### config.mk
export PLATFORM = sky130hd
export DESIGN_NAME = length_prefixed_frame_receiver
export DESIGN_NICKNAME = d
export VERILOG_FILES = /design/src/rtl/core/lpfr_pkg.sv /design/src/rtl/core/length_prefixed_frame_receiver.sv /design/src/rtl/core/lpfr_in_stage.sv /design/src/rtl/core/lpfr_deframer.sv /design/src/rtl/core/lpfr_out_queue.sv
export SDC_FILE = /design/constraint.sdc
export NUM_CORES = 1
export LEC_CHECK = 0
export BUFFER_PORTS_ARGS = -buffer_cell sky130_fd_sc_hd__buf_2
export CELL_PAD_IN_SITES_DETAIL_PLACEMENT = 0
export CELL_PAD_IN_SITES_GLOBAL_PLACEMENT = 1
export CORE_MARGIN = 3
export CORE_UTILIZATION = 40
export DETAILED_ROUTE_END_ITERATION = 16
export GPL_TIMING_DRIVEN = 0
export PLACE_DENSITY_LB_ADDON = 0.1
export SYNTH_ARGS = -nofsm -noshare
export SYNTH_HDL_FRONTEND = slang
export SYNTH_SLANG_ARGS = --single-unit
### constraint.sdc
create_clock -name aclk -period 9.2 [get_ports aclk]
set_input_delay 0 -clock aclk [delete_from_list [all_inputs] [get_ports aclk]]
set_output_delay 0 -clock aclk [all_outputs]
set_load 0.05 [all_outputs]
### src/rtl/core/lpfr_pkg.sv
package lpfr_pkg;

    // framing constants
    localparam int HEADER_BYTES = 4;
    localparam int HDR_CNT_W    = 3;
    localparam int LEN_W        = 32;

    // input beat modes
    localparam logic [1:0] MODE_DATA  = 2'd0;
    localparam logic [1:0] MODE_OPEN  = 2'd1;
    localparam logic [1:0] MODE_CLOSE = 2'd2;

    // result kinds
    localparam logic [2:0] KIND_BYTE    = 3'd0;
    localparam logic [2:0] KIND_EMPTY   = 3'd1;
    localparam logic [2:0] KIND_OPENED  = 3'd2;
    localparam logic [2:0] KIND_CLOSED  = 3'd3;
    localparam logic [2:0] KIND_DISCARD = 3'd4;

    // reset value of the body length limit
    localparam logic [LEN_W-1:0] MAX_BODY_RESET = 32'd16777216;

    // result queue geometry
    localparam int Q_DEPTH = 4;
    localparam int Q_PTR_W = $clog2(Q_DEPTH);
    localparam int Q_CNT_W = $clog2(Q_DEPTH + 1);

    typedef struct packed {
        logic [1:0] mode;
        logic [7:0] channel_tag;
        logic [7:0] data_byte;
    } in_beat_t;

    typedef struct packed {
        logic [2:0] kind;
        logic [7:0] byte_out;
        logic       frame_end;
        logic       protocol_error;
        logic       last_of_run;
    } out_beat_t;

    // up to two results produced by one input beat
    typedef struct packed {
        logic [1:0] count;
        out_beat_t  first;
        out_beat_t  second;
    } res_push_t;

    function automatic out_beat_t make_res(
        input logic [2:0] kind,
        input logic [7:0] byte_out,
        input logic       frame_end,
        input logic       protocol_error,
        input logic       last_of_run
    );
        out_beat_t r;
        r.kind           = kind;
        r.byte_out       = byte_out;
        r.frame_end      = frame_end;
        r.protocol_error = protocol_error;
        r.last_of_run    = last_of_run;
        return r;
    endfunction

endpackage

### src/rtl/core/length_prefixed_frame_receiver.sv
// Length-prefixed frame receiver.
// Input channel (s_valid/s_ready/s_data) carries one beat per item: a data
// byte, a channel open or a channel close, each tagged with a channel. Frames
// are a 4-byte little-endian length followed by that many body bytes; body
// bytes come out one per beat as they arrive, the last marked frame_end.
// Result channel (m_valid/m_ready/m_data) carries up to two beats per input
// item; last_of_run marks the final one. cfg_wr_en/cfg_wr_data write the
// body length limit. A result passes through the input register, then the
// deframer writes it into a four-entry result queue, which offers it.
// Throughput: one input beat per cycle while results drain one per cycle; a
// beat that yields two results leaves one extra entry in the queue.
// Reset (aresetn low, synchronous) closes the channel, clears framing, empties
// the queue and restores the limit to 16777216. When the result side stalls
// the queue fills, and s_ready drops once the input register holds a beat and
// fewer than two queue entries are free.
module length_prefixed_frame_receiver (
    input  logic                 aclk,
    input  logic                 aresetn,
    input  logic                 cfg_wr_en,
    input  logic [31:0]          cfg_wr_data,
    input  logic                 s_valid,
    output logic                 s_ready,
    input  lpfr_pkg::in_beat_t   s_data,
    output logic                 m_valid,
    input  logic                 m_ready,
    output lpfr_pkg::out_beat_t  m_data
);

    logic                beat_valid;
    lpfr_pkg::in_beat_t  beat_data;
    logic                room;
    logic                go;
    lpfr_pkg::res_push_t push;

    // process the held beat when the queue can take two results
    assign go = beat_valid && room;

    lpfr_in_stage u_in_stage (
        .aclk       (aclk),
        .aresetn    (aresetn),
        .s_valid    (s_valid),
        .s_ready    (s_ready),
        .s_data     (s_data),
        .take       (go),
        .beat_valid (beat_valid),
        .beat_data  (beat_data)
    );

    lpfr_deframer u_deframer (
        .aclk        (aclk),
        .aresetn     (aresetn),
        .cfg_wr_en   (cfg_wr_en),
        .cfg_wr_data (cfg_wr_data),
        .go          (go),
        .beat        (beat_data),
        .push        (push)
    );

    lpfr_out_queue u_out_queue (
        .aclk    (aclk),
        .aresetn (aresetn),
        .push    (push),
        .room    (room),
        .m_valid (m_valid),
        .m_ready (m_ready),
        .m_data  (m_data)
    );

`ifndef ASSERT_OFF
    // results are only produced for a beat that is being consumed
    assert property (@(posedge aclk) disable iff (!aresetn)
        (push.count != 2'd0) |-> go)
        else $error("results pushed without a consumed beat");

    // the only result that is not last of its run is a discard
    assert property (@(posedge aclk) disable iff (!aresetn)
        (m_valid && !m_data.last_of_run) |-> (m_data.kind == lpfr_pkg::KIND_DISCARD))
        else $error("non-final result is not a discard");

    // frame end only marks body bytes and empty frames
    assert property (@(posedge aclk) disable iff (!aresetn)
        (m_valid && m_data.frame_end) |->
            (m_data.kind == lpfr_pkg::KIND_BYTE || m_data.kind == lpfr_pkg::KIND_EMPTY))
        else $error("frame end on a non-body result");

    // queue is empty right after reset
    assert property (@(posedge aclk)
        !aresetn |=> !m_valid)
        else $error("result offered right after reset");
`endif

endmodule

### src/rtl/core/lpfr_in_stage.sv
module lpfr_in_stage (
    input  logic               aclk,
    input  logic               aresetn,
    input  logic               s_valid,
    output logic               s_ready,
    input  lpfr_pkg::in_beat_t s_data,
    input  logic               take,
    output logic               beat_valid,
    output lpfr_pkg::in_beat_t beat_data
);

    logic               valid_reg;
    logic               valid_next;
    lpfr_pkg::in_beat_t data_reg;

    // register frees up when the held beat is consumed
    assign s_ready    = !valid_reg || take;
    assign valid_next = (s_valid && s_ready) || (valid_reg && !take);

    always_ff @(posedge aclk) begin
        if (!aresetn) begin
            valid_reg <= 1'b0;
        end else begin
            valid_reg <= valid_next;
        end
    end

    // payload, no reset
    always_ff @(posedge aclk) begin
        if (s_valid && s_ready) begin
            data_reg <= s_data;
        end
    end

    assign beat_valid = valid_reg;
    assign beat_data  = data_reg;

endmodule

### src/rtl/core/lpfr_deframer.sv
module lpfr_deframer (
    input  logic                  aclk,
    input  logic                  aresetn,
    input  logic                  cfg_wr_en,
    input  logic [31:0]           cfg_wr_data,
    input  logic                  go,
    input  lpfr_pkg::in_beat_t    beat,
    output lpfr_pkg::res_push_t   push
);

    localparam int LW = lpfr_pkg::LEN_W;
    localparam int CW = lpfr_pkg::HDR_CNT_W;

    logic [LW-1:0] max_body_reg;
    logic          open_reg,       open_next;
    logic [7:0]    tag_reg,        tag_next;
    logic          broken_reg,     broken_next;
    logic [CW-1:0] hdr_cnt_reg,    hdr_cnt_next;
    logic [LW-1:0] length_reg,     length_next;
    logic [LW-1:0] remaining_reg,  remaining_next;
    logic          started_reg,    started_next;

    logic          current;
    logic          hdr_done;
    logic [LW-1:0] len_asm;
    logic [LW-1:0] rem_dec;
    logic [CW-1:0] hdr_cnt_inc;

    // config register
    always_ff @(posedge aclk) begin
        if (!aresetn) begin
            max_body_reg <= lpfr_pkg::MAX_BODY_RESET;
        end else if (cfg_wr_en) begin
            max_body_reg <= cfg_wr_data;
        end
    end

    assign current     = open_reg && (beat.channel_tag == tag_reg);
    assign hdr_done    = (hdr_cnt_reg == CW'(lpfr_pkg::HEADER_BYTES));
    assign rem_dec     = remaining_reg - LW'(1);
    assign hdr_cnt_inc = hdr_cnt_reg + CW'(1);

    // drop the incoming byte into its lane of the length word
    always_comb begin
        len_asm = length_reg;
        len_asm[8*hdr_cnt_reg[1:0] +: 8] = beat.data_byte;
    end

    // next state and results for one beat
    always_comb begin
        open_next      = open_reg;
        tag_next       = tag_reg;
        broken_next    = broken_reg;
        hdr_cnt_next   = hdr_cnt_reg;
        length_next    = length_reg;
        remaining_next = remaining_reg;
        started_next   = started_reg;
        push.count     = 2'd0;
        push.first     = '0;
        push.second    = '0;

        case (beat.mode)
            lpfr_pkg::MODE_OPEN: begin
                if (started_reg) begin
                    push.count  = 2'd2;
                    push.first  = lpfr_pkg::make_res(lpfr_pkg::KIND_DISCARD, 8'd0,
                                                     1'b0, 1'b0, 1'b0);
                    push.second = lpfr_pkg::make_res(lpfr_pkg::KIND_OPENED, 8'd0,
                                                     1'b0, 1'b0, 1'b1);
                end else begin
                    push.count = 2'd1;
                    push.first = lpfr_pkg::make_res(lpfr_pkg::KIND_OPENED, 8'd0,
                                                    1'b0, 1'b0, 1'b1);
                end
                open_next      = 1'b1;
                tag_next       = beat.channel_tag;
                broken_next    = 1'b0;
                hdr_cnt_next   = '0;
                length_next    = '0;
                remaining_next = '0;
                started_next   = 1'b0;
            end
            lpfr_pkg::MODE_CLOSE: begin
                if (current) begin
                    if (started_reg && !broken_reg) begin
                        push.count  = 2'd2;
                        push.first  = lpfr_pkg::make_res(lpfr_pkg::KIND_DISCARD, 8'd0,
                                                         1'b0, 1'b0, 1'b0);
                        push.second = lpfr_pkg::make_res(lpfr_pkg::KIND_CLOSED, 8'd0,
                                                         1'b0, 1'b0, 1'b1);
                    end else if (started_reg) begin
                        push.count = 2'd1;
                        push.first = lpfr_pkg::make_res(lpfr_pkg::KIND_DISCARD, 8'd0,
                                                        1'b0, 1'b0, 1'b1);
                    end else if (!broken_reg) begin
                        push.count = 2'd1;
                        push.first = lpfr_pkg::make_res(lpfr_pkg::KIND_CLOSED, 8'd0,
                                                        1'b0, 1'b0, 1'b1);
                    end
                    open_next      = 1'b0;
                    hdr_cnt_next   = '0;
                    length_next    = '0;
                    remaining_next = '0;
                    started_next   = 1'b0;
                end
            end
            lpfr_pkg::MODE_DATA: begin
                if (current && !broken_reg) begin
                    if (!hdr_done) begin
                        // gathering the length header
                        length_next  = len_asm;
                        hdr_cnt_next = hdr_cnt_inc;
                        if (hdr_cnt_inc == CW'(lpfr_pkg::HEADER_BYTES)) begin
                            if (len_asm > max_body_reg) begin
                                broken_next    = 1'b1;
                                hdr_cnt_next   = '0;
                                length_next    = '0;
                                remaining_next = '0;
                                started_next   = 1'b0;
                                push.count     = 2'd1;
                                push.first     = lpfr_pkg::make_res(
                                    lpfr_pkg::KIND_CLOSED, 8'd0, 1'b0, 1'b1, 1'b1);
                            end else if (len_asm == '0) begin
                                hdr_cnt_next   = '0;
                                length_next    = '0;
                                remaining_next = '0;
                                started_next   = 1'b0;
                                push.count     = 2'd1;
                                push.first     = lpfr_pkg::make_res(
                                    lpfr_pkg::KIND_EMPTY, 8'd0, 1'b1, 1'b0, 1'b1);
                            end else begin
                                remaining_next = len_asm;
                                started_next   = 1'b0;
                            end
                        end
                    end else begin
                        // body byte passes straight through
                        push.count = 2'd1;
                        if (rem_dec == '0) begin
                            hdr_cnt_next   = '0;
                            length_next    = '0;
                            remaining_next = '0;
                            started_next   = 1'b0;
                            push.first     = lpfr_pkg::make_res(
                                lpfr_pkg::KIND_BYTE, beat.data_byte, 1'b1, 1'b0, 1'b1);
                        end else begin
                            remaining_next = rem_dec;
                            started_next   = 1'b1;
                            push.first     = lpfr_pkg::make_res(
                                lpfr_pkg::KIND_BYTE, beat.data_byte, 1'b0, 1'b0, 1'b1);
                        end
                    end
                end
            end
            default: begin
                // unused mode, no effect
            end
        endcase

        if (!go) begin
            push.count = 2'd0;
        end
    end

    // framing state
    always_ff @(posedge aclk) begin
        if (!aresetn) begin
            open_reg      <= 1'b0;
            tag_reg       <= '0;
            broken_reg    <= 1'b0;
            hdr_cnt_reg   <= '0;
            length_reg    <= '0;
            remaining_reg <= '0;
            started_reg   <= 1'b0;
        end else if (go) begin
            open_reg      <= open_next;
            tag_reg       <= tag_next;
            broken_reg    <= broken_next;
            hdr_cnt_reg   <= hdr_cnt_next;
            length_reg    <= length_next;
            remaining_reg <= remaining_next;
            started_reg   <= started_next;
        end
    end

endmodule

### src/rtl/core/lpfr_out_queue.sv
module lpfr_out_queue (
    input  logic                 aclk,
    input  logic                 aresetn,
    input  lpfr_pkg::res_push_t  push,
    output logic                 room,
    output logic                 m_valid,
    input  logic                 m_ready,
    output lpfr_pkg::out_beat_t  m_data
);

    localparam int PW = lpfr_pkg::Q_PTR_W;
    localparam int CW = lpfr_pkg::Q_CNT_W;

    lpfr_pkg::out_beat_t entries [lpfr_pkg::Q_DEPTH];
    logic [PW-1:0] wr_ptr_reg, wr_ptr_next;
    logic [PW-1:0] rd_ptr_reg, rd_ptr_next;
    logic [CW-1:0] count_reg,  count_next;
    logic          pop;
    logic [PW-1:0] wr_ptr_plus1;

    // room for a full pair of results
    assign room         = (count_reg <= CW'(lpfr_pkg::Q_DEPTH - 2));
    assign m_valid      = (count_reg != '0);
    assign m_data       = entries[rd_ptr_reg];
    assign pop          = m_valid && m_ready;
    assign wr_ptr_plus1 = wr_ptr_reg + PW'(1);

    assign wr_ptr_next = wr_ptr_reg + PW'(push.count);
    assign rd_ptr_next = rd_ptr_reg + PW'(pop);
    assign count_next  = count_reg + CW'(push.count) - CW'(pop);

    always_ff @(posedge aclk) begin
        if (!aresetn) begin
            wr_ptr_reg <= '0;
            rd_ptr_reg <= '0;
            count_reg  <= '0;
        end else begin
            wr_ptr_reg <= wr_ptr_next;
            rd_ptr_reg <= rd_ptr_next;
            count_reg  <= count_next;
        end
    end

    // result storage
    always_ff @(posedge aclk) begin
        if (push.count != 2'd0) begin
            entries[wr_ptr_reg] <= push.first;
        end
        if (push.count == 2'd2) begin
            entries[wr_ptr_plus1] <= push.second;
        end
    end

endmodule

==> results of run 1 <==
synth_stat cells (30+ instances only):
cell,count,area (um2)
sky130_fd_sc_hd__clkbuf_1,58,218
sky130_fd_sc_hd__ha_1,52,651
sky130_fd_sc_hd__nand3_1,68,340
sky130_fd_sc_hd__mux2i_1,81,811
sky130_fd_sc_hd__o21ai_1,31,155
sky130_fd_sc_hd__dfxtp_1,162,3240
sky130_fd_sc_hd__nor2b_1,44,275
sky130_fd_sc_hd__edfxtp_1,30,901
sky130_fd_sc_hd__a21oi_1,46,230
sky130_fd_sc_hd__nor2_1,136,510
sky130_fd_sc_hd__nor3_1,34,170
sky130_fd_sc_hd__o21ai_0,43,215
sky130_fd_sc_hd__nand2_1,111,417
sky130_fd_sc_hd__inv_1,77,289
power breakdown:
group,switching [mW],leakage (nW),internal [mW]
Sequential,0.0215,1.59,0.883
Clock,0.414,0.320,0.423
Combinational,0.214,3.65,0.129
Total,0.650,5.56,1.43
placed cells by master (no fill, tap or decap), drive strengths merged, types with 6 or more instances in the layout:
master	netlist	layout
or2	7	7
nor2b	44	44
nand4	17	17
or3	16	16
dlygate4sd3	0	52
nand2	111	111
nor3	36	36
xor2	9	9
edfxtp	30	30
a22oi	9	9
o22ai	12	12
nand3	70	70
mux2i	81	81
a31oi	16	16
a31o	12	12
mux4	14	14
buf	23	91
nor2	136	136
ha	52	52
nor4	28	28
xnor2	17	17
a21oi	48	48
or4	9	9
and3	9	9
clkbuf	59	77
o21ai	75	75
and2	19	19
o211ai	6	6
dfxtp	162	162
inv	77	89
o41ai	6	6
worst paths after layout:
path / end / slack [ns] / cells past startpoint
setup reg to reg: u_out_queue.count_reg[2]$_SDFF_PN0_ / 3.29 / 18
hold / removal: u_deframer.max_body_reg[2]$_SDFFE_PN0P_ / 0.008 / 3
setup / recovery: u_out_queue.count_reg[2]$_SDFF_PN0_ / 3.29 / 18
hold reg to reg: u_deframer.length_reg[28]$_SDFFE_PN0P_ / 0.45 / 2
worst max-delay path: stages, from the launching register on:
cell                       delay (ns)
sky130_fd_sc_hd__dfxtp_1         0.55
sky130_fd_sc_hd__inv_1           0.14
sky130_fd_sc_hd__ha_1            0.40
sky130_fd_sc_hd__or2_1           0.23
sky130_fd_sc_hd__clkbuf_1        0.18
sky130_fd_sc_hd__o22ai_1         0.61
sky130_fd_sc_hd__ha_1            0.37
sky130_fd_sc_hd__a21oi_1         0.15
sky130_fd_sc_hd__o21ai_0         0.18
sky130_fd_sc_hd__a221o_1         0.37
sky130_fd_sc_hd__or3_1           0.40
sky130_fd_sc_hd__a22oi_2         0.54
sky130_fd_sc_hd__a21oi_2         0.22
sky130_fd_sc_hd__o21ai_0         0.45
sky130_fd_sc_hd__inv_1           0.14
sky130_fd_sc_hd__ha_1            0.23
sky130_fd_sc_hd__fa_1            0.38
sky130_fd_sc_hd__xnor2_1         0.17
sky130_fd_sc_hd__nor2_1          0.05
cells by family after synthesis:
kind of cell,Yosys count,share of synthesized area (%)
mux,96,10.3
buf+inv,159,5.80
fa+ha+maj,53,6.07
simple gates,528,24.5
compound gates,231,13.7
flops,192,37.5
xor+xnor,26,2.06
metrics by stage:
stage	cells	setup slack, ns	utilization [%]
2_1_floorplan	1285	4.83	-
5_1_grt	1778	2.91	48.0
4_1_cts	1778	3.30	48.0
3_3_place_gp	1694	3.37	43.7
6_report	1778	3.29	48.0
3_5_place_dp	1694	3.33	43.7
timing repair:
item,CTS,global route
gates resized for setup,0,0
hold endpoints to repair,51,0
hold buffers,52,0
layout make-up:
cell class	instances	area share, %
Buffer	82	2.71
Clock buffer	18	3.47
Clock inverter	14	1.57
Inverter	77	2.23
Multi-Input combinational cell	934	48.2
Sequential cell	192	31.9
Tap cell	341	3.29
Timing Repair Buffer	120	6.63
metal layers:
metal,wire length (um),global-route usage [%],share of wire [%],vias up
met2,16600,41.1,48,260
li1,-,-,-,4850
met3,1590,4.21,4.6,50
met5,0,0,0,-
met1,15800,31.3,46,4700
met4,652,6.00,1.9,0
==> results.yml, run 1 <==
clock_network:
  cts_max_path_buffers: 2
  htree_levels: 4
  tritoncts_clock_tree: "yes"
  numCtsBuffers: 17
  worst_path_clk_slew_ns: 0.09
  clock_insertion_delay_worst_skew_ns: 0.46
  clock_sinks: 192
  root_buffer: "sky130_fd_sc_hd__clkbuf_16"
  cts.repair_timing.setup_buffer_count: 0
yosys:
  synth_edf_count: 30
  syn_nets: 1393
  synthArstFlopShare_pct: 0
  synth-seq-cells: 192
  yosysWarnings: 0
  synthFlopType: "sky130_fd_sc_hd__dfxtp_1"
  syn_inst_count: 1285
  synthesis.area_um2: 11000
  count_of_unique_library_cells_instantiated_by_yosys: 83
  synthesis.area_per_instance_um2: 8.59
  post_synthesis_sequential_area_ratio_pct: 37.5
layout:
  drive_above_1_share_pct: 12.3
  multi_input_comb_area_um2: 6260
  nNetsFinal: 1532
  largest_reg_flops: 56
  areaGrowthSynthToFinish_pct: 17.6
  area.sequential_um2: 4140
  num-fill-cells: 2681
  registers.top_by_ff_count: "u_out_queue.entries"
  final_design_area_no_fill_um2: 13000
  diodes: 0
die:
  top_level_ports: 71
  die_height_um: 172
  placement_rows: 60
  design.die.area_um2: 29600
  starting_density_pct: 40.9
  die_w_um: 172
  floorplan.core_area_um2: 27000
setup_path:
  timing.critical_path.required_ns: 9.52
  crit_path_from: "u_deframer.hdr_cnt_reg[0]$_SDFFE_PN0P_"
  setup.worst_path.start_class: "flip-flop"
  worstSetupEndpointType: "flip-flop"
  critical_path_class: "flip-flop to flip-flop"
  worst-path-max-fanout: 11
  worst_r2r_startpoint: "u_deframer.hdr_cnt_reg[0]$_SDFFE_PN0P_"
  cp_data_arrival_time_ns: 6.22
drt:
  dr_total_vias: 9860
  drtIter0Drc: 722
  detail-route-antenna-nets: 0
  totalWireLength_um: 34700
  detailed_route_drc_error_count: 0
  number_of_detailed_route_iterations_in_the_first_pass: 6
  via_density: 5.55
  avgRoutedWirePerCell_um: 19.5
run:
  drv_cap: 0
timing:
  relative_max_transition_margin_pct: 31.5
  grt_setup_unrepaired: "no"
  final-max-slew-violation-count: 0
  period_minus_slack_ns: 5.91
  worstMarginPinSlew_ns: 1.02
  final.setup.tns_ns: 0
  final_critical_path_share_of_the_clock_period_pct: 64.2
  hold-worst-slack_ns: 0.00786
  finalSetupViolCount: 0
  timing.fmax_ghz: 0.169
  final.setup_skew_ns: 0.0234
  count_of_final_hold_check_violations: 0
power_and_ir_drop:
  power.density_nw_per_um2: 161
  p_total_mw: 2.09
  vdd_ir_drop_max_mv: 0.123
  leakage_nw: 5.56
global_route:
  grt_pass1_wl_um: 54700
  grt_pass1_vias: 9632
  grt_start_max_net_pins: 23
  grt_use_total_pct: 23.9
  globalRouteOverflowTotal: 0
  initial_antenna_violation_count: 0
run_status:
  outcome: "finished, final reports clean"
placed_design:
  finalWeightedCongestion: 0.951
  postPlaceCellArea_um2: 11800
  dp_hpwl_um: 25700
  numPortBuffers: 68
min_path:
  worstHoldPathType: "input port to flip-flop"
  hp-start: "cfg_wr_en"
Power figures use the tool's default switching activity.
==> inputs of run 2 (changes only) <==
ABC_AREA = 1   (was not set)
clock period = 4.8 ns   (was 9.2 ns; I/O delays follow)
==> run 2 against run 1 <==
Synthesized cell count up 32%. Critical endpoint unchanged. Combinational power rose to 5.7 times the previous value. Area after synthesis up 2.4%. Clock-buffer cell count increased by 1. Largest cell class unchanged. Clock power rose by 79%. First-iteration DRC count rose by 25%.
==> results.yml, run 2 <==
layout:
  area.sequential_um2: 4140
  multi_input_comb_area_um2: 6130
  layout.cells.most_common_list: "sky130_fd_sc_hd__nor2_1 (320), sky130_fd_sc_hd__nand2_1 (304), sky130_fd_sc_hd__inv_1 (183)"
  registers.top_by_ff_count: "u_out_queue.entries"
  drive_above_1_share_pct: 9.03
  largest_reg_flops: 56
  nNetsFinal: 1956
  num-fill-cells: 2902
  diodes: 0
  layout_commonest_cell: "sky130_fd_sc_hd__nor2_1"
  areaGrowthSynthToFinish_pct: 18.5
yosys:
  syn_inst_count: 1699
  synth_edf_count: 30
  synth.top_cells.by_area: "sky130_fd_sc_hd__dfxtp_1 (29%), sky130_fd_sc_hd__nor2_1 (11%), sky130_fd_sc_hd__nand2_1 (10%), sky130_fd_sc_hd__edfxtp_1 (8.0%), sky130_fd_sc_hd__a21oi_1 (6.7%)"
  yosys.area.top_type: "sky130_fd_sc_hd__dfxtp_1"
  synth_most_common_cell: "sky130_fd_sc_hd__nor2_1"
  post_synthesis_sequential_area_ratio_pct: 36.7
  yosysWarnings: 0
  synthFlopType: "sky130_fd_sc_hd__dfxtp_1"
  syn_nets: 1807
  netlist.area_leader.share_pct: 28.7
  synth-seq-cells: 192
  synthesis.area_um2: 11300
  synth_common_cells: "sky130_fd_sc_hd__nor2_1 (325), sky130_fd_sc_hd__nand2_1 (304), sky130_fd_sc_hd__inv_1 (184), sky130_fd_sc_hd__dfxtp_1 (162), sky130_fd_sc_hd__a21oi_1 (152)"
  synthArstFlopShare_pct: 0
  synthesis.area_per_instance_um2: 6.65
  count_of_unique_library_cells_instantiated_by_yosys: 40
drt:
  dr_total_vias: 11157
  avgRoutedWirePerCell_um: 15.9
  via_density: 5.00
  detail-route-antenna-nets: 0
  drtIter0Drc: 899
  number_of_detailed_route_iterations_in_the_first_pass: 5
  detailed_route_drc_error_count: 0
  totalWireLength_um: 35500
global_route:
  initial_antenna_violation_count: 1
  globalRouteOverflowTotal: 0
  grt_start_max_net_pins: 21
  grt_pass1_vias: 10545
  grt_pass1_wl_um: 56800
  grt_use_total_pct: 23.3
die:
  starting_density_pct: 41.4
  design.die.area_um2: 30300
  die_w_um: 174
  placement_rows: 60
  top_level_ports: 71
  floorplan.core_area_um2: 27300
  die_height_um: 174
setup_path:
  worstSetupEndpointType: "flip-flop"
  critical_path_class: "flip-flop to flip-flop"
  timing.critical_path.required_ns: 5.14
  cp_data_arrival_time_ns: 4.80
  setup.worst_path.start_class: "flip-flop"
  worst-path-max-fanout: 9
placed_design:
  dp_worst_setup_slack_ns: 0.0148
  numPortBuffers: 70
  finalWeightedCongestion: 0.915
  dp_hpwl_um: 27400
timing:
  final-max-slew-violation-count: 0
  hold-worst-slack_ns: 0.0823
  finalSetupViolCount: 0
  timing.fmax_ghz: 0.224
  worstMarginPinSlew_ns: 0.832
  final.setup_skew_ns: 0.0155
  count_of_final_hold_check_violations: 0
  final_critical_path_share_of_the_clock_period_pct: 93.1
  period_minus_slack_ns: 4.47
  postLayoutSetupSlackWorst_ns: 0.332
  relative_max_transition_margin_pct: 44.5
run:
  drv_cap: 0
run_status:
  outcome: "finished, final reports clean"
clock_network:
  numCtsBuffers: 17
  root_buffer: "sky130_fd_sc_hd__clkbuf_16"
  cts_max_path_buffers: 2
  worst_path_clk_slew_ns: 0.08
  tritoncts_clock_tree: "yes"
  clock_insertion_delay_worst_skew_ns: 0.45
  clock_sinks: 192
  htree_levels: 4
power_and_ir_drop:
  power.density_nw_per_um2: 399
  leakage_nw: 6.42
  vdd_ir_drop_max_mv: 0.206
min_path:
  worstHoldPathType: "input port to flip-flop"
run 2: changes by cell type in the layout (fill, tap and decap cells not counted), moves of 22 or more:
cell,previous run,this run
sky130_fd_sc_hd__a21oi_1,46,147
sky130_fd_sc_hd__inv_1,77,183
sky130_fd_sc_hd__mux2i_1,81,0
sky130_fd_sc_hd__nand2_1,111,304
sky130_fd_sc_hd__nand3_1,68,96
sky130_fd_sc_hd__nor2_1,136,320
sky130_fd_sc_hd__nor2b_1,44,1
sky130_fd_sc_hd__nor4_1,23,1
sky130_fd_sc_hd__o21ai_0,43,141
sky130_fd_sc_hd__o21ai_1,31,4
run 2: final timing paths:
| kind | start | endpoint | slack, ns | cells after the start |
|---|---|---|---|---|
| setup / recovery | u_deframer.hdr_cnt_reg[0]$_SDFFE_PN0P_ | u_out_queue.count_reg[2]$_SDFF_PN0_ | 0.33 | 26 |
| hold / removal | cfg_wr_en | u_deframer.max_body_reg[1]$_SDFFE_PN0P_ | 0.08 | 4 |
| setup reg to reg | u_deframer.hdr_cnt_reg[0]$_SDFFE_PN0P_ | u_out_queue.count_reg[2]$_SDFF_PN0_ | 0.33 | 26 |
| hold reg to reg | u_deframer.max_body_reg[18]$_SDFFE_PN0P_ | u_deframer.max_body_reg[18]$_SDFFE_PN0P_ | 0.47 | 2 |
run 2: cell families after synthesis:
kind of cell	after synthesis	share of synthesized area, %
compound gates	342	15.9
xor+xnor	31	2.40
fa+ha+maj	53	5.93
buf+inv	274	9.68
flops	192	36.7
simple gates	807	29.4
run 2: stage by stage:
step / power, mW / utilization (%) / instances / area (um2) / setup TNS [ns]
2_1_floorplan: 3.31 / - / 1699 / 11300 / 0
3_3_place_gp: 3.81 / 44.3 / 2141 / 12100 / 0
3_5_place_dp: 3.83 / 44.4 / 2142 / 12100 / 0
4_1_cts: 5.38 / 48.7 / 2229 / 13300 / 0
5_1_grt: 5.67 / 49.0 / 2233 / 13400 / -0.000135
6_report: 5.35 / 49.0 / 2233 / 13400 / 0
run 2: final cells by class:
class	instances	share of cell area (%)
well taps	372	3.47
plain buffers	82	2.78
repair buffers	130	7.06
clock inverters	13	1.12
multi-input cells	1233	45.8
clock buffers	19	3.47
flip-flops and latches	192	30.9
inverters	192	5.38
run 2: repair_timing:
| item | in CTS | in global routing |
|---|---|---|
| gates resized for setup | 2 | 16 |
| setup endpoints to repair | 4 | 67 |
| endpoints found under the hold margin | 59 | 0 |
| buffers inserted | 0 | 4 |
| hold buffers | 55 | 0 |
| pin swaps | 0 | 2 |
run 2: critical path, cell delays in order (launching register included):
cell                      delay, ns
sky130_fd_sc_hd__dfxtp_1       0.40
sky130_fd_sc_hd__buf_4         0.19
sky130_fd_sc_hd__inv_2         0.09
sky130_fd_sc_hd__ha_1          0.39
sky130_fd_sc_hd__nand2_2       0.17
sky130_fd_sc_hd__nor2_1        0.07
sky130_fd_sc_hd__nor2_1        0.35
sky130_fd_sc_hd__inv_1         0.09
sky130_fd_sc_hd__ha_1          0.31
sky130_fd_sc_hd__nand2_1       0.07
sky130_fd_sc_hd__nand2_1       0.04
sky130_fd_sc_hd__nand2_1       0.05
sky130_fd_sc_hd__nand2_1       0.05
sky130_fd_sc_hd__nand2_1       0.06
sky130_fd_sc_hd__nand3_1       0.08
sky130_fd_sc_hd__a21oi_1       0.29
sky130_fd_sc_hd__nand2_1       0.17
sky130_fd_sc_hd__nand3_2       0.14
sky130_fd_sc_hd__nand3_4       0.16
sky130_fd_sc_hd__nand2_2       0.15
sky130_fd_sc_hd__nand2_2       0.07
sky130_fd_sc_hd__nand2_2       0.12
sky130_fd_sc_hd__inv_1         0.08
sky130_fd_sc_hd__ha_1          0.19
sky130_fd_sc_hd__fa_1          0.38
sky130_fd_sc_hd__o21ai_0       0.17
sky130_fd_sc_hd__a21oi_1       0.05
run 2: layer usage:
layer | global-route usage (%) | vias up | part of all wire (%)
met3 | 2.75 | 34 | 3.2
met2 | 41.7 | 196 | 49
met5 | 0 | - | 0
li1 | - | 5808 | -
met1 | 30.0 | 5119 | 46
met4 | 5.26 | 0 | 1.5
run 2: where the power goes:
group / total [mW] / switching [mW] / leakage (nW) / internal [mW]
Combinational: 1.95 / 1.38 / 4.50 / 0.568
Sequential: 1.89 / 0.0975 / 1.62 / 1.80
Clock: 1.50 / 0.754 / 0.299 / 0.749
Total: 5.34 / 2.23 / 6.42 / 3.11
==> inputs of run 3 (changes only) <==
SYNTH_HIERARCHICAL = 1   (was not set)
==> run 3 against run 2 <==
Via count rose by 1.7%. Die area rose by 5.1%. Register-to-register slack got worse by 0.15 ns. Critical path type unchanged. Largest cell class unchanged.
==> results.yml, run 3 <==
yosys:
  synthesis.area_um2: 11900
  yosys.area.top_type: "sky130_fd_sc_hd__dfxtp_1"
  post_synthesis_sequential_area_ratio_pct: 38.5
  synth.top_cells.by_area: "sky130_fd_sc_hd__dfxtp_1 (20%), sky130_fd_sc_hd__edfxtp_1 (19%), sky130_fd_sc_hd__nand2_1 (12%), sky130_fd_sc_hd__nor2_1 (6.3%), sky130_fd_sc_hd__inv_1 (5.8%)"
  synthesis.area_per_instance_um2: 7.17
  count_of_unique_library_cells_instantiated_by_yosys: 50
  synth_edf_count: 74
  synthArstFlopShare_pct: 0
  syn_inst_count: 1659
  netlist.area_leader.share_pct: 19.9
  synth-seq-cells: 192
  synth_common_cells: "sky130_fd_sc_hd__nand2_1 (379), sky130_fd_sc_hd__nor2_1 (200), sky130_fd_sc_hd__inv_1 (183), sky130_fd_sc_hd__a21oi_1 (126), sky130_fd_sc_hd__dfxtp_1 (118)"
  yosysWarnings: 6
  synthFlopType: "sky130_fd_sc_hd__dfxtp_1"
  synth_most_common_cell: "sky130_fd_sc_hd__nand2_1"
global_route:
  grt_use_total_pct: 23.9
  globalRouteOverflowTotal: 0
  grt_pass1_vias: 10682
  grt_pass1_wl_um: 58600
  initial_antenna_violation_count: 0
  grt_start_max_net_pins: 23
layout:
  layout.cells.most_common_list: "sky130_fd_sc_hd__nand2_1 (376), sky130_fd_sc_hd__nor2_1 (188), sky130_fd_sc_hd__inv_1 (175)"
  largest_reg_flops: 56
  layout_commonest_cell: "sky130_fd_sc_hd__nand2_1"
  registers.top_by_ff_count: "u_out_queue/entries"
  final_util_pct: 49.8
  nNetsFinal: 1940
  num-fill-cells: 2964
  drive_above_1_share_pct: 15.0
  areaGrowthSynthToFinish_pct: 21.4
  diodes: 0
drt:
  totalWireLength_um: 38100
  avgRoutedWirePerCell_um: 17.1
  via_density: 5.09
  drtIter0Drc: 822
  detailed_route_drc_error_count: 0
  detail-route-antenna-nets: 0
  number_of_detailed_route_iterations_in_the_first_pass: 8
  dr_total_vias: 11350
min_path:
  hp-start: "cfg_wr_en"
  worstHoldPathType: "input port to flip-flop"
  hold_crit_endpoint: "u_deframer/max_body_reg[20]$_SDFFE_PN0P_"
  hold_path_cells: 4
die:
  top_level_ports: 71
  starting_density_pct: 41.0
  die_w_um: 178
  design.die.area_um2: 31800
  die_height_um: 178
  floorplan.core_area_um2: 29000
  placement_rows: 62
clock_network:
  clock_sinks: 192
  htree_levels: 4
  clock_insertion_delay_worst_skew_ns: 0.45
  tritoncts_clock_tree: "yes"
  cts_max_path_buffers: 2
  numCtsBuffers: 17
  root_buffer: "sky130_fd_sc_hd__clkbuf_16"
  worst_path_clk_slew_ns: 0.09
timing:
  period_minus_slack_ns: 4.62
  timing.fmax_ghz: 0.217
  worstMarginPinSlew_ns: 0.847
  final-max-slew-violation-count: 0
  final.setup.tns_ns: 0
  relative_max_transition_margin_pct: 43.1
  final.setup_skew_ns: 0.0217
  finalSetupViolCount: 0
  final_critical_path_share_of_the_clock_period_pct: 96.2
  count_of_final_hold_check_violations: 0
power_and_ir_drop:
  leakage_nw: 6.35
  vdd_ir_drop_max_mv: 0.208
  power.density_nw_per_um2: 336
setup_path:
  worst-path-max-fanout: 10
  r2r_slack_ns: 0.18
  critical_path.top_delay_family: "simple AND/OR/NAND/NOR gates"
  timing.critical_path.required_ns: 4.97
  path_buf_inv: 6
  timing.critical_path.slowest_cell_delay_ns: 0.39
  critical_path_class: "flip-flop to flip-flop"
  worstSetupEndpointType: "flip-flop"
  critical_path.reg2reg.endpoint: "u_out_queue/entries[1][12]$_DFFE_PP_"
  reg2reg_depth: 25
  worst_r2r_startpoint: "u_deframer/hdr_cnt_reg[0]$_SDFFE_PN0P_"
  setup.worst_path.start_class: "flip-flop"
  timing.critical_path.slowest_stage_cell: "sky130_fd_sc_hd__o31ai_4"
  cp_data_arrival_time_ns: 4.79
run:
  drv_cap: 0
placed_design:
  dp_hpwl_um: 28700
  finalWeightedCongestion: 0.938
  numPortBuffers: 70
run_status:
  outcome: "finished, final reports clean"
-- run 3: changes by cell type in the layout (fill, tap and decap cells not counted), sizes merged, moves of 24 or more --
cell    delta
dfxtp     -44
nor3      -24
nand2     +72
buf       +29
edfxtp    +44
nor2     -113
-- run 3: final cells by class --
class	count	area, um2	area share (%)
Sequential cell	192	4590	31.8
Multi-Input combinational cell	1192	6300	43.6
Tap cell	384	480	3.33
Inverter	196	739	5.12
Timing Repair Buffer	147	1170	8.08
Clock buffer	17	425	2.95
Clock inverter	15	194	1.34
Buffer	89	546	3.78
-- run 3: report_power, final --
group | switching (mW) | leakage (nW) | internal, mW
clock | 0.765 | 0.298 | 0.719
combinational | 1.05 | 4.30 | 0.479
sequential | 0.0644 | 1.75 | 1.77
total | 1.88 | 6.35 | 2.97
-- run 3: worst register-to-register path, cell delays in order, from the launching register on --
cell	delay, ns
sky130_fd_sc_hd__dfxtp_2	0.37
sky130_fd_sc_hd__buf_6	0.16
sky130_fd_sc_hd__clkinvlp_4	0.16
sky130_fd_sc_hd__ha_4	0.31
sky130_fd_sc_hd__inv_1	0.08
sky130_fd_sc_hd__nand2_2	0.12
sky130_fd_sc_hd__nor2_2	0.07
sky130_fd_sc_hd__a22oi_2	0.18
sky130_fd_sc_hd__inv_2	0.11
sky130_fd_sc_hd__ha_1	0.31
sky130_fd_sc_hd__nand2_1	0.08
sky130_fd_sc_hd__nor2_2	0.13
sky130_fd_sc_hd__nand4_1	0.16
sky130_fd_sc_hd__a21oi_1	0.20
sky130_fd_sc_hd__nor2_2	0.08
sky130_fd_sc_hd__nand2_1	0.12
sky130_fd_sc_hd__nand2_4	0.07
sky130_fd_sc_hd__nand2_1	0.16
sky130_fd_sc_hd__nand2_4	0.08
sky130_fd_sc_hd__buf_6	0.16
sky130_fd_sc_hd__nand2_1	0.14
sky130_fd_sc_hd__a21oi_4	0.09
sky130_fd_sc_hd__nor2_4	0.22
sky130_fd_sc_hd__nor2_2	0.16
sky130_fd_sc_hd__o31ai_4	0.39
sky130_fd_sc_hd__clkbuf_16	0.24
-- run 3: timing repair --
action                                  CTS  global route
cloned                                    0             2
hold buffers                             58             0
setup buffers                            10             6
pin swaps                                 9             7
resized for setup                        29            33
endpoints found under the setup margin  117           115
endpoints found under the hold margin    58             0
-- run 3: how the worst max path moves through the flow --
stage                                           startpoint                                   end  cells after the start  slack [ns]
finish              u_deframer/hdr_cnt_reg[0]$_SDFFE_PN0P_  u_out_queue/entries[1][12]$_DFFE_PP_                     25        0.18
CTS                 u_deframer/hdr_cnt_reg[0]$_SDFFE_PN0P_  u_out_queue/entries[1][13]$_DFFE_PP_                     26        0.02
global placement    u_deframer/hdr_cnt_reg[0]$_SDFFE_PN0P_   u_out_queue/entries[0][1]$_DFFE_PP_                     24       -2.41
floorplan           u_deframer/hdr_cnt_reg[0]$_SDFFE_PN0P_   u_out_queue/entries[0][0]$_DFFE_PP_                     24       -0.12
global route        u_deframer/hdr_cnt_reg[0]$_SDFFE_PN0P_  u_out_queue/entries[1][12]$_DFFE_PP_                     26       -0.06
detailed placement  u_deframer/hdr_cnt_reg[0]$_SDFFE_PN0P_   u_out_queue/entries[0][2]$_DFFE_PP_                     24       -1.28
-- run 3: logic make-up after synthesis --
family                     synth area share [%]
and+or+nand+nor                            26.9
DFF                                        38.5
other                                    0.0315
buffers and inverters                      10.5
adders and majority gates                  5.32
AOI/OAI and AO/OA                          17.6
xor gates and xnor gates                   1.17
-- run 3: routing by layer --
metal  GRT usage, %  vias to the layer above  wire [um]
met5              0                        -          0
met3           2.83                       41       1660
met2           39.5                      290      17600
met4           6.46                        0        844
li1               -                     5816          -
met1           33.0                     5203      18100
-- run 3: stage by stage --
| step | hold WS [ns] | power [mW] | cell area (um2) | setup slack (ns) | instances |
|---|---|---|---|---|---|
| global placement | 0.178 | 3.28 | 12800 | -2.41 | 2123 |
| finish | 0.0263 | 4.85 | 14400 | 0.184 | 2232 |
| floorplan | 0.0935 | 2.88 | 11900 | -0.125 | 1669 |
| detailed placement | 0.178 | 3.30 | 12800 | -1.28 | 2124 |
| CTS | 0.0123 | 4.85 | 14200 | 0.0211 | 2224 |
| global route | 0.0670 | 5.13 | 14400 | -0.0639 | 2232 |
